`config.mk`:
```
export PLATFORM = sky130hd
export DESIGN_NAME = lchs_ctrl
export DESIGN_NICKNAME = d
export VERILOG_FILES = /design/src/rtl/lchs_pkg.sv /design/src/rtl/lchs_ctrl.sv
export SDC_FILE = /design/constraint.sdc
export NUM_CORES = 1
export LEC_CHECK = 0
export ABC_AREA = 1
export BUFFER_PORTS_ARGS = -buffer_cell sky130_fd_sc_hd__buf_2
export CAP_MARGIN = 20
export CORE_MARGIN = 10
export CORE_UTILIZATION = 40
export DETAILED_ROUTE_END_ITERATION = 16
export GPL_TIMING_DRIVEN = 0
export PLACE_DENSITY_LB_ADDON = 0.1
export SYNTH_ARGS = -nofsm -noshare
export SYNTH_HDL_FRONTEND = slang
export SYNTH_SLANG_ARGS = --single-unit
```
`constraint.sdc`:
```
create_clock -name clock -period 2.2 [get_ports clock]
set_input_delay 0.22 -clock clock [delete_from_list [all_inputs] [get_ports clock]]
set_output_delay 0.22 -clock clock [all_outputs]
set_load 0.02 [all_outputs]
```
`src/rtl/lchs_pkg.sv`:
```
// Shared types and constants for the longest common substring hash block.
// Used by every module under rtl except lchs_ram; depends on nothing.
package lchs_pkg;

   localparam int MAX_LEN   = 256;
   localparam int ADDR_W    = $clog2(MAX_LEN);
   localparam int CNT_W     = ADDR_W + 1;
   localparam int CHAR_W    = 8;
   localparam int HASH_W    = 64;
   localparam int HALF_W    = HASH_W / 2;
   localparam int PCT_SCALE = 25600;
   localparam int NUM_W     = $clog2(PCT_SCALE * MAX_LEN + 1);
   localparam int DCNT_W    = $clog2(NUM_W);
   localparam int PCT_W     = 15;

   localparam logic [1:0] ACT_FIRST   = 2'd0;
   localparam logic [1:0] ACT_SECOND  = 2'd1;
   localparam logic [1:0] ACT_COMPUTE = 2'd2;
   localparam logic [1:0] ACT_IGNORED = 2'd3;

   localparam logic [HASH_W-1:0] HASH_BASE_RESET = HASH_W'(31);

   typedef struct packed {
      logic [1:0]        action;
      logic [CHAR_W-1:0] char_code;
   } req_type;

   typedef struct packed {
      logic [CNT_W-1:0] common_length;
      logic [CNT_W-1:0] longer_length;
      logic [PCT_W-1:0] percent_q8;
      logic             empty_flag;
      logic             overflow_flag;
   } rsp_type;

   typedef enum logic [4:0] {
      S_IDLE, S_START, S_POW, S_POW_WAIT, S_PRE_CHK, S_PRE_RD, S_PRE_ACC,
      S_SRCH_INIT, S_SRCH, S_WIN_RD1, S_WIN_RD2, S_WIN_SUB, S_WIN_WAIT,
      S_CMP_RD, S_CMP_CHK, S_DIV, S_FINISH
   } state_type;

   typedef enum logic [4:0] {
      OP_NOP, OP_APPEND, OP_START, OP_POW, OP_POW_NEXT, OP_PRE_SKIP, OP_PRE_ACC,
      OP_SRCH_INIT, OP_MID, OP_WIN_ADDR, OP_WIN_LATCH, OP_WIN_STORE, OP_WIN_HASH,
      OP_HIT, OP_MISS, OP_CMP_NEXT, OP_NEXT_POS, OP_DIV_INIT, OP_DIV_STEP, OP_FINISH
   } op_type;

   typedef struct packed {
      op_type op;
      logic   mul_start;
   } cmd_type;

   typedef struct packed {
      logic longer_zero;
      logic pow_last;
      logic cnt_zero;
      logic pre_last;
      logic sel;
      logic srch_more;
      logic win_last;
      logic cmp_hit;
      logic cmp_last;
      logic mul_done;
      logic div_last;
      logic rsp_busy;
   } stat_type;

endpackage

```
`src/rtl/lchs_ctrl.sv`:
```
// Controller state machine: sequences loading, hashing, search and divide.
// Depends on lchs_pkg.
module lchs_ctrl (
   input  logic               clock,
   input  logic               reset,
   input  logic               req_valid,
   input  logic [1:0]         req_action,
   input  lchs_pkg::stat_type stat,
   output logic               req_ready,
   output lchs_pkg::cmd_type  cmd
);
   import lchs_pkg::*;

   state_type state_ff, state_in;
   logic      fire;

   assign fire = req_valid && req_ready;

   always_comb begin
      state_in = state_ff;
      unique case (state_ff)
         S_IDLE:      if (fire && req_action == ACT_COMPUTE) state_in = S_START;
         S_START:     state_in = stat.longer_zero ? S_FINISH : S_POW;
         S_POW:       state_in = stat.pow_last ? S_PRE_CHK : S_POW_WAIT;
         S_POW_WAIT:  if (stat.mul_done) state_in = S_POW;
         S_PRE_CHK: begin
            if (stat.cnt_zero) begin
               state_in = stat.sel ? S_SRCH_INIT : S_PRE_CHK;
            end else begin
               state_in = S_PRE_RD;
            end
         end
         S_PRE_RD:    state_in = S_PRE_ACC;
         S_PRE_ACC: begin
            if (stat.pre_last) begin
               state_in = stat.sel ? S_SRCH_INIT : S_PRE_CHK;
            end else begin
               state_in = S_PRE_RD;
            end
         end
         S_SRCH_INIT: state_in = S_SRCH;
         S_SRCH:      state_in = stat.srch_more ? S_WIN_RD1 : S_DIV;
         S_WIN_RD1:   state_in = S_WIN_RD2;
         S_WIN_RD2:   state_in = S_WIN_SUB;
         S_WIN_SUB:   state_in = S_WIN_WAIT;
         S_WIN_WAIT:  if (stat.mul_done) state_in = stat.sel ? S_CMP_RD : S_WIN_RD1;
         S_CMP_RD:    state_in = S_CMP_CHK;
         S_CMP_CHK: begin
            priority if (stat.cmp_hit) begin
               state_in = S_SRCH;
            end else if (stat.cmp_last) begin
               state_in = stat.win_last ? S_SRCH : S_WIN_RD1;
            end else begin
               state_in = S_CMP_RD;
            end
         end
         S_DIV:       if (stat.div_last) state_in = S_FINISH;
         S_FINISH:    state_in = S_IDLE;
         default:     state_in = S_IDLE;
      endcase
   end

   always_comb begin
      req_ready     = 1'b0;
      cmd.op        = OP_NOP;
      cmd.mul_start = 1'b0;
      unique case (state_ff)
         S_IDLE: begin
            // hold a compute while the last result is still waiting
            req_ready = !(stat.rsp_busy && req_action == ACT_COMPUTE);
            if (fire && (req_action == ACT_FIRST || req_action == ACT_SECOND)) begin
               cmd.op = OP_APPEND;
            end
         end
         S_START: cmd.op = OP_START;
         S_POW: begin
            cmd.op        = OP_POW;
            cmd.mul_start = !stat.pow_last;
         end
         S_POW_WAIT: if (stat.mul_done) cmd.op = OP_POW_NEXT;
         S_PRE_CHK:  if (stat.cnt_zero && !stat.sel) cmd.op = OP_PRE_SKIP;
         S_PRE_RD:   cmd.op = OP_NOP;
         S_PRE_ACC:  cmd.op = OP_PRE_ACC;
         S_SRCH_INIT: cmd.op = OP_SRCH_INIT;
         S_SRCH:     cmd.op = stat.srch_more ? OP_MID : OP_DIV_INIT;
         S_WIN_RD1:  cmd.op = OP_WIN_ADDR;
         S_WIN_RD2:  cmd.op = OP_WIN_LATCH;
         S_WIN_SUB:  cmd.mul_start = 1'b1;
         S_WIN_WAIT: if (stat.mul_done) cmd.op = stat.sel ? OP_WIN_HASH : OP_WIN_STORE;
         S_CMP_RD:   cmd.op = OP_NOP;
         S_CMP_CHK: begin
            priority if (stat.cmp_hit) begin
               cmd.op = OP_HIT;
            end else if (stat.cmp_last) begin
               cmd.op = stat.win_last ? OP_MISS : OP_NEXT_POS;
            end else begin
               cmd.op = OP_CMP_NEXT;
            end
         end
         S_DIV:      cmd.op = OP_DIV_STEP;
         S_FINISH:   cmd.op = OP_FINISH;
         default:    cmd.op = OP_NOP;
      endcase
   end

   always_ff @(posedge clock) begin
      if (reset) begin
         state_ff <= S_IDLE;
      end else begin
         state_ff <= state_in;
      end
   end

endmodule
```
==> results.toml, run 1 <==
[synth]
synth_top_area_cell = "nand2_1"
synth.most_common_cell = "nand2_1"
synth_common_cells = "nand2_1 (38), inv_1 (23), nand3_1 (17), nor2_1 (17), a21oi_1 (7)"
synth-seq-area-share_pct = 12.35
async_flop_share_pct = 0
synthMuxAreaShare_pct = 0
ys_dominant_reg_cell = "dfxtp_1"
synthAdderAreaFrac_pct = 0
ys_types = 25
synthCells = 146
synth_edf_count = 0
synth_xor_xnor_area_share_pct = 0
ys_ff_latch = 5
yosys-top-cells-area = "nand2_1 (18%), dfxtp_1 (12%), inv_1 (11%), nand3_1 (10%), nor2_1 (7.9%)"
synthesis.nets = 163
synth_top_area_share_pct = 17.59
postSynthAreaPerCell_um2 = 5.553
yosysWarnings = 0
synth_area_um2 = 810.8
synth_top_family_by_area = "simple AND/OR/NAND/NOR gates"
synth_compound_area_share_pct = 13.12
yosys.area_share.simple_pct = 58.33

[drt]
num_vias = 1017
drt_iter0_drc = 28
ant_nets = 0
wl_mm = 2.475
first_pass_iters = 4
drc = 0
wl_per_cell_um = 12.38
drt-vias-per-instance = 5.085

[place]
gp_congestion = 0.9186
dpl.hpwl_mm = 2.077
place_ws_ps = 501.6
portBuffers = 23

[global_routing]
top_usage_layer = "met2"
grt_pass1_vias = 927
groute.layer.met1.usage_pct = 14.60
gr-total-overflow = 0
grt_max_degree = 11
gr-usage-all-layers_pct = 11.94
grt_util_met3_pct = 3.608
grt_use_met2_pct = 19.58
antenna_found_initial = 0
grt_pass1_wl_mm = 4.146

[timing]
slew_viol_final = 0
setup_tns_ps = 0
clock.fmax_mhz = 498.4
finalHoldViolCount = 0
skew_ps = 9.704
finalWorstSetupSlack_ps = 193.7
relSlewSlack_pct = 73.48
setup_viol = 0
period_share_pct = 91.19
rsz0062_at_grt = "no"
worst_slew_pin_slew_ps = 396.4
fin_crit_ps = 2006

[pwr]
ir_worst_vdd_uv = 257.6
power.total_w = 0.0002705
leakagePower_nw = 0.5843
powerDensity_nw_per_um2 = 274.4

[worst_setup_path]
rrSetupSlack_ps = 620
crit_type = "register to output port"
reg2regPathDepth = 8
cp-start-kind = "register"
cp.arrival_ps = 1790
critPathCaptureType = "output port"
r2r-end = "state_ff[3]"
path_max_fanout = 6
worstPathRequired_ps = 1980
r2r_start = "state_ff[1]"

[min_path]
min_from = "reset"
min_to = "state_ff[4]"
hold_class = "primary input to register"
min_delay_path_depth = 2

[clock_tree]
clkSlewWorstSetupHoldPaths_ps = 50
cts_buffers = 3
cts_tree = "done"
cts_sinks = 5
h-tree-depth = 1
cts-root-buf = "clkbuf_4"
post_cts_buffers = 0
cts_buffer_depth = 2
ctsHoldBuffers = 0
worstSkewPairLatency_ps = 250
cts_resized = 0

[final_layout]
drive_gt1_share_pct = 26.59
largestRegisters = "state_ff x5"
area_delta_synth_final_pct = 21.60
largest_register = "state_ff"
antenna_cells = 0
nets = 191
largest_reg_flops = 5
final_core_util_pct = 50.77
fillers = 221

[die]
pin_count = 24
die_h_um = 65.02
rows = 16
die_width_um = 65.02
coreArea_um2 = 1942
initial_core_util_pct = 41.75
dieArea_um2 = 4228

[outcome]
status = "completed"

[flow_run]
maxCapViolCount = 0
-- layer usage --
layer  vias up  part of all wire (%)
met5         -                     0
met4         0                  0.24
met3         2                   7.6
met2        35                    46
met1       452                    46
li1        528                     -
-- worst max-delay path by stage --
stage,start,endpoint,slack (ps),cells after the start
2_1_floorplan,state_ff[4],cmd[1],500,9
3_3_place_gp,state_ff[3],cmd[3],510,5
3_5_place_dp,state_ff[3],cmd[5],500,5
4_1_cts,state_ff[3],cmd[2],220,9
5_1_grt,state_ff[4],cmd[1],130,10
6_report,state_ff[3],cmd[2],190,9
-- cell type report --
cell class / count / area [µm²] / share of cell area [%]
Clock buffer: 4 / 26.28 / 2.665
Timing Repair Buffer: 23 / 115.1 / 11.68
Buffer: 3 / 33.78 / 3.426
Inverter: 26 / 97.59 / 9.898
Sequential cell: 5 / 100.1 / 10.15
Multi-Input combinational cell: 112 / 579.3 / 58.76
Tap cell: 27 / 33.78 / 3.426
-- kinds of logic (layout without fill, tap and decap cells) --
logic type | count (synthesis) | count (layout)
AND/OR/NAND/NOR | 95 | 95
buffers and inverters | 29 | 56
AO/OA/AOI/OAI | 17 | 17
flip-flops | 5 | 5
-- power breakdown --
part | switching [W] | internal [W] | leakage, nW | total (W)
logic | 0.0000404 | 0.0000251 | 0.529 | 0.0000656
clock network | 0.0000427 | 0.0000689 | 0.0150 | 0.000112
registers | 0.00000143 | 0.0000920 | 0.0403 | 0.0000934
total | 0.0000845 | 0.000186 | 0.584 | 0.000271
-- worst max-delay path: stages (launching register included) --
cell	delay, ps
dfxtp_1	530
nand2_4	110
inv_1	100
nand3_2	120
inv_1	100
nand2_1	60
nor2_1	190
a31oi_1	60
nand4_1	90
buf_2	170
-- cell usage in the layout, fill, tap and decap left out --
master,instances
inv_2,3
clkbuf_1,1
and2_1,1
nor3_1,3
o31ai_1,1
nand3_2,2
nand3b_1,2
a31oi_1,3
nand3_1,17
nand2_2,2
o21ai_0,3
inv_1,23
nand2_1,38
buf_2,23
clkbuf_4,3
a31oi_2,1
nand4_2,1
nor2_1,17
nor2_4,2
o2111ai_1,1
o311ai_1,1
a21oi_1,7
nor3_4,1
nand2_4,1
nand4_1,4
nor2_2,4
buf_6,3
dfxtp_1,5
-- through the flow --
stage               instance area (µm²)  hold slack, ps  instances
finish                            985.9           185.1        200
global route                      985.9           215.4        200
global placement                  959.7           443.4        196
floorplan                         810.8           289.1        146
CTS                               985.9           184.6        200
detailed placement                959.7           447.4        196
Note: power is estimated with default switching activity, not from simulation.
==> inputs of run 2 (changes only) <==
RECOVER_POWER = 50   (was default)
==> run 2 against run 1 <==
Against the previous run: clock power about the same; design area decreased by 0.89%; utilization decreased by 0.45 points; register-to-register slack got worse by 100 ps; critical path type unchanged.
==> results.toml, run 2 (synthesis gave the netlist of run 1 again) <==
[outcome]
status = "completed"

[drt]
first_pass_iters = 4
wl_met2_mm = 1.141
drt-vias-per-instance = 5.050
drc = 0
drt_iter0_drc = 33
wl_per_cell_um = 12.41
met3WireLength_um = 181
ant_nets = 0
met1Wirelength_mm = 1.152
top_layer = "met4"
num_vias = 1010
wl_mm = 2.481

[clock_tree]
worstSkewPairLatency_ps = 250
cts_sinks = 5
cts_buffers = 3
cts_tree = "done"
cts_resized = 0
clkSlewWorstSetupHoldPaths_ps = 50
h-tree-depth = 1
ctsHoldBuffers = 0
cts_buffer_depth = 2
cts-root-buf = "clkbuf_4"
post_cts_buffers = 0

[global_routing]
gr-total-overflow = 0
grt_pass1_vias = 927
antenna_found_initial = 0
grt_max_degree = 11
grt_pass1_wl_mm = 4.146
gr-usage-all-layers_pct = 11.94

[timing]
setup_viol = 0
clock.fmax_mhz = 500.0
skew_ps = 9.852
fin_crit_ps = 2000
period_share_pct = 90.92
finalHoldViolCount = 0
slew_viol_final = 0
rsz0062_at_grt = "no"
setup_tns_ps = 0
relSlewSlack_pct = 73.94
worst_slew_pin_slew_ps = 389.5

[pwr]
powerDensity_nw_per_um2 = 276.5
leakagePower_nw = 0.5792
ir_worst_vdd_uv = 257.7

[final_layout]
final_core_util_pct = 50.32
nets = 191
area_delta_synth_final_pct = 20.52
fillers = 224
final_common_cell = "nand2_1"
largest_reg_flops = 5
drive_gt1_share_pct = 24.86
antenna_cells = 0
final_cell_mix = "nand2_1 (38), inv_1 (23), buf_2 (22)"
largestRegisters = "state_ff x5"
largest_register = "state_ff"

[worst_setup_path]
startpoint = "state_ff[3]"
rrSetupSlack_ps = 520
crit_type = "register to output port"
reg2regPathDepth = 9
cp.arrival_ps = 1780
worstPathRequired_ps = 1980
path_max_fanout = 6
critPathCaptureType = "output port"
cp-start-kind = "register"
cp_top_family = "simple AND/OR/NAND/NOR gates"
critical_path.slowest_cell = "dfxtp_1"
r2r-end = "state_ff[1]"
worstPathCellList = "nand2_4 -> inv_1 -> nand3_2 -> inv_1 -> nand2_1 -> nor2_1 -> a31oi_1 -> nand4_1 -> buf_2"
crit_end = "cmd[2]"
cp.depth = 9
r2r_start = "state_ff[1]"
crit_buf_inv = 3
slowest_delay_ps = 530
cp_common_cell = "inv_1"

[place]
portBuffers = 23
dpl.hpwl_mm = 2.077
gp_congestion = 0.9186

[die]
pin_count = 24
coreArea_um2 = 1942
rows = 16
die_h_um = 65.02
dieArea_um2 = 4228
initial_core_util_pct = 41.75
die_width_um = 65.02

[min_path]
hold_class = "primary input to register"

[flow_run]
maxCapViolCount = 0
run 2: worst min path at each step:
stage | startpoint | endpoint | depth (start not counted)
after floorplan | reset | state_ff[0] | 1
after global placement | reset | state_ff[0] | 2
after detailed placement | reset | state_ff[1] | 2
after CTS | reset | state_ff[4] | 2
after global routing | reset | state_ff[0] | 2
final | reset | state_ff[4] | 2
run 2: stage by stage:
stage               setup WS (ps)  std cells  hold slack [ps]  cell area, µm²  total power [W]
finish                      199.8        200            185.2           977.2        0.0002702
global route                105.6        200            215.4           977.2        0.0002877
CTS                         223.9        200            184.6           985.9        0.0002751
detailed placement          501.6        196            447.4           959.7        0.0001610
global placement            507.5        196            443.4           959.7        0.0001595
floorplan                   497.8        146            289.1           810.8        0.0001302
run 2: power breakdown:
group / leakage (nW) / internal [W] / switching [W]
clock: 0.0150 / 0.0000689 / 0.0000428
combinational: 0.524 / 0.0000249 / 0.0000402
sequential: 0.0403 / 0.0000920 / 0.00000142
total: 0.579 / 0.000186 / 0.0000844
run 2: final cells by class:
class | instances | area, µm² | share of cell area (%)
clock buffer | 4 | 26.28 | 2.689
timing repair buffer | 23 | 113.9 | 11.65
buffer | 3 | 33.78 | 3.457
inverter | 26 | 97.59 | 9.987
sequential | 5 | 100.1 | 10.24
tap | 27 | 33.78 | 3.457
multi-input combinational | 112 | 571.8 | 58.51
run 2: metal layers:
| metal | vias to the layer above | track usage [%] |
|---|---|---|
| li1 | 527 | - |
| met1 | 448 | 14.60 |
| met2 | 33 | 19.58 |
| met3 | 2 | 3.608 |
| met4 | 0 | 3.476 |
| met5 | - | 0 |
==> inputs of run 3 (changes only) <==
CORE_UTILIZATION = 54   (was 40)
==> run 3 against run 2 <==
Against the previous run: non-clock buffer count stayed put; global-route usage grew 1.8 points; critical path depth is 4 lower; clock skew fell by 5.9 ps; final cell count is 6.0% lower; design area is 1.5% lower; sequential power about the same; via count increased by 3.3%; die area fell by 18%; sequential share of layout area is 0.16 points higher; critical endpoint is now cmd[3].
==> results.toml, run 3 (synthesis gave the netlist of run 1 again) <==
[worst_setup_path]
slowest_delay_ps = 510
critPathCaptureType = "output port"
startpoint = "state_ff[3]"
crit_type = "register to output port"
path_max_fanout = 7
cp-start-kind = "register"
critical_path.slowest_cell = "dfxtp_1"
cp.arrival_ps = 1750
worstPathCellList = "nand2_4 -> nor3_4 -> o21ai_0 -> o2111ai_1 -> buf_2"
worstPathRequired_ps = 1980
r2r_start = "state_ff[1]"

[die]
coreArea_um2 = 1350
die_width_um = 58.75
initial_core_util_pct = 60.06
dieArea_um2 = 3452
die_h_um = 58.75
rows = 13
pin_count = 24

[final_layout]
final_cell_count_no_fill = 188
area_delta_synth_final_pct = 18.67
final_common_cell = "nand2_1"
regArea_um2 = 100.1
largest_register = "state_ff"
drive_gt1_share_pct = 24.86
largestRegisters = "state_ff x5"
nets = 191
final_cell_mix = "nand2_1 (38), inv_1 (23), buf_2 (22)"
multi_input_area_um2 = 571.8
fillers = 138
largest_reg_flops = 5
antenna_cells = 0

[clock_tree]
cts_sinks = 5
ctsHoldBuffers = 0
cts_resized = 0
worstSkewPairLatency_ps = 240
h-tree-depth = 1
cts_buffer_depth = 2
cts-root-buf = "clkbuf_4"
cts_tree = "done"
post_cts_buffers = 0
clkSlewWorstSetupHoldPaths_ps = 40
cts_buffers = 3

[place]
place_inst = 184
portBuffers = 23
dpl.hpwl_mm = 1.935
gp_congestion = 0.8923

[drt]
wl_met2_mm = 1.123
top_layer = "met4"
wl_mm = 2.358
met1Wirelength_um = 925
first_pass_iters = 4
ant_nets = 0
drc = 0
met3WireLength_um = 280
wl_per_cell_um = 12.54
num_vias = 1043
drt-vias-per-instance = 5.548
drt_iter0_drc = 34

[pwr]
switching_share_pct = 28.78
powerDensity_nw_per_um2 = 270.6
clkPwrFrac_pct = 39.0
switchingPower_w = 0.00007491
ir_worst_vdd_uv = 363.3
leakagePower_nw = 0.5792
combPwrFrac_pct = 25.0
internal-power_w = 0.0001854
p_seq_share_pct = 35.9

[timing]
setup_viol = 0
worst_slew_pin_slew_ps = 371.5
slew_viol_final = 0
setup_tns_ps = 0
fin_crit_ps = 1975
finalHoldViolCount = 0
rsz0062_at_grt = "no"
skew_ps = 3.930
clock.fmax_mhz = 506.4
relSlewSlack_pct = 75.14
period_share_pct = 89.75

[global_routing]
gr-total-overflow = 0
gr-usage-all-layers_pct = 13.73
grt_max_degree = 11
grt_pass1_wl_mm = 3.995
antenna_found_initial = 0
grt_pass1_vias = 977

[min_path]
min_from = "reset"
hold_class = "primary input to register"

[outcome]
status = "completed"

[flow_run]
maxCapViolCount = 0
run 3: cell counts in the layout (fill, tap and decap cells not counted):
No cell type changed its count.
run 3: cell type report:
cell class | instances | area share, %
timing repair buffer | 23 | 11.83
buffer | 3 | 3.511
multi-input combinational | 112 | 59.43
inverter | 26 | 10.14
tap | 15 | 1.951
clock buffer | 4 | 2.731
sequential | 5 | 10.40
run 3: worst paths after layout:
kind | to | slack (ps) | cells after the start
worst max-delay path | cmd[3] | 230 | 5
worst min-delay path | state_ff[3] | 190 | 2
worst max register to register | state_ff[4] | 590 | 9
worst min register to register | state_ff[0] | 580 | 2
run 3: per-stage QoR:
stage	hold WS [ps]	cell area, µm²	total power [W]	setup slack [ps]	utilization [%]
2_1_floorplan	289.1	810.8	0.0001302	497.8	-
3_3_place_gp	436.1	944.7	0.0001586	538.6	69.97
3_5_place_dp	437.8	944.7	0.0001602	504.7	69.97
4_1_cts	186.6	970.9	0.0002641	245.6	71.92
5_1_grt	188.2	962.2	0.0002814	108.5	71.27
6_report	192.7	962.2	0.0002603	225.5	71.27
run 3: worst max-delay path, delay by kind of cell, from the launching register on:
family / cells / cell delay, ps
AOI/OAI and AO/OA: 2 / 370
buffers and inverters: 1 / 200
DFF: 1 / 510
and+or+nand+nor: 2 / 440
run 3: power by group through the flow:
stage,Clock [W],Combinational [W],Sequential [W]
2_1_floorplan,0,0.0000353,0.0000949
3_3_place_gp,0,0.0000635,0.0000950
3_5_place_dp,0,0.0000652,0.0000950
4_1_cts,0.000105,0.0000655,0.0000935
5_1_grt,0.000115,0.0000731,0.0000934
6_report,0.000102,0.0000652,0.0000935
run 3: per-layer routing:
metal	vias to the layer above	GRT usage [%]
li1	533	-
met4	0	5.574
met1	451	17.21
met3	6	4.936
met2	53	20.57
met5	-	0
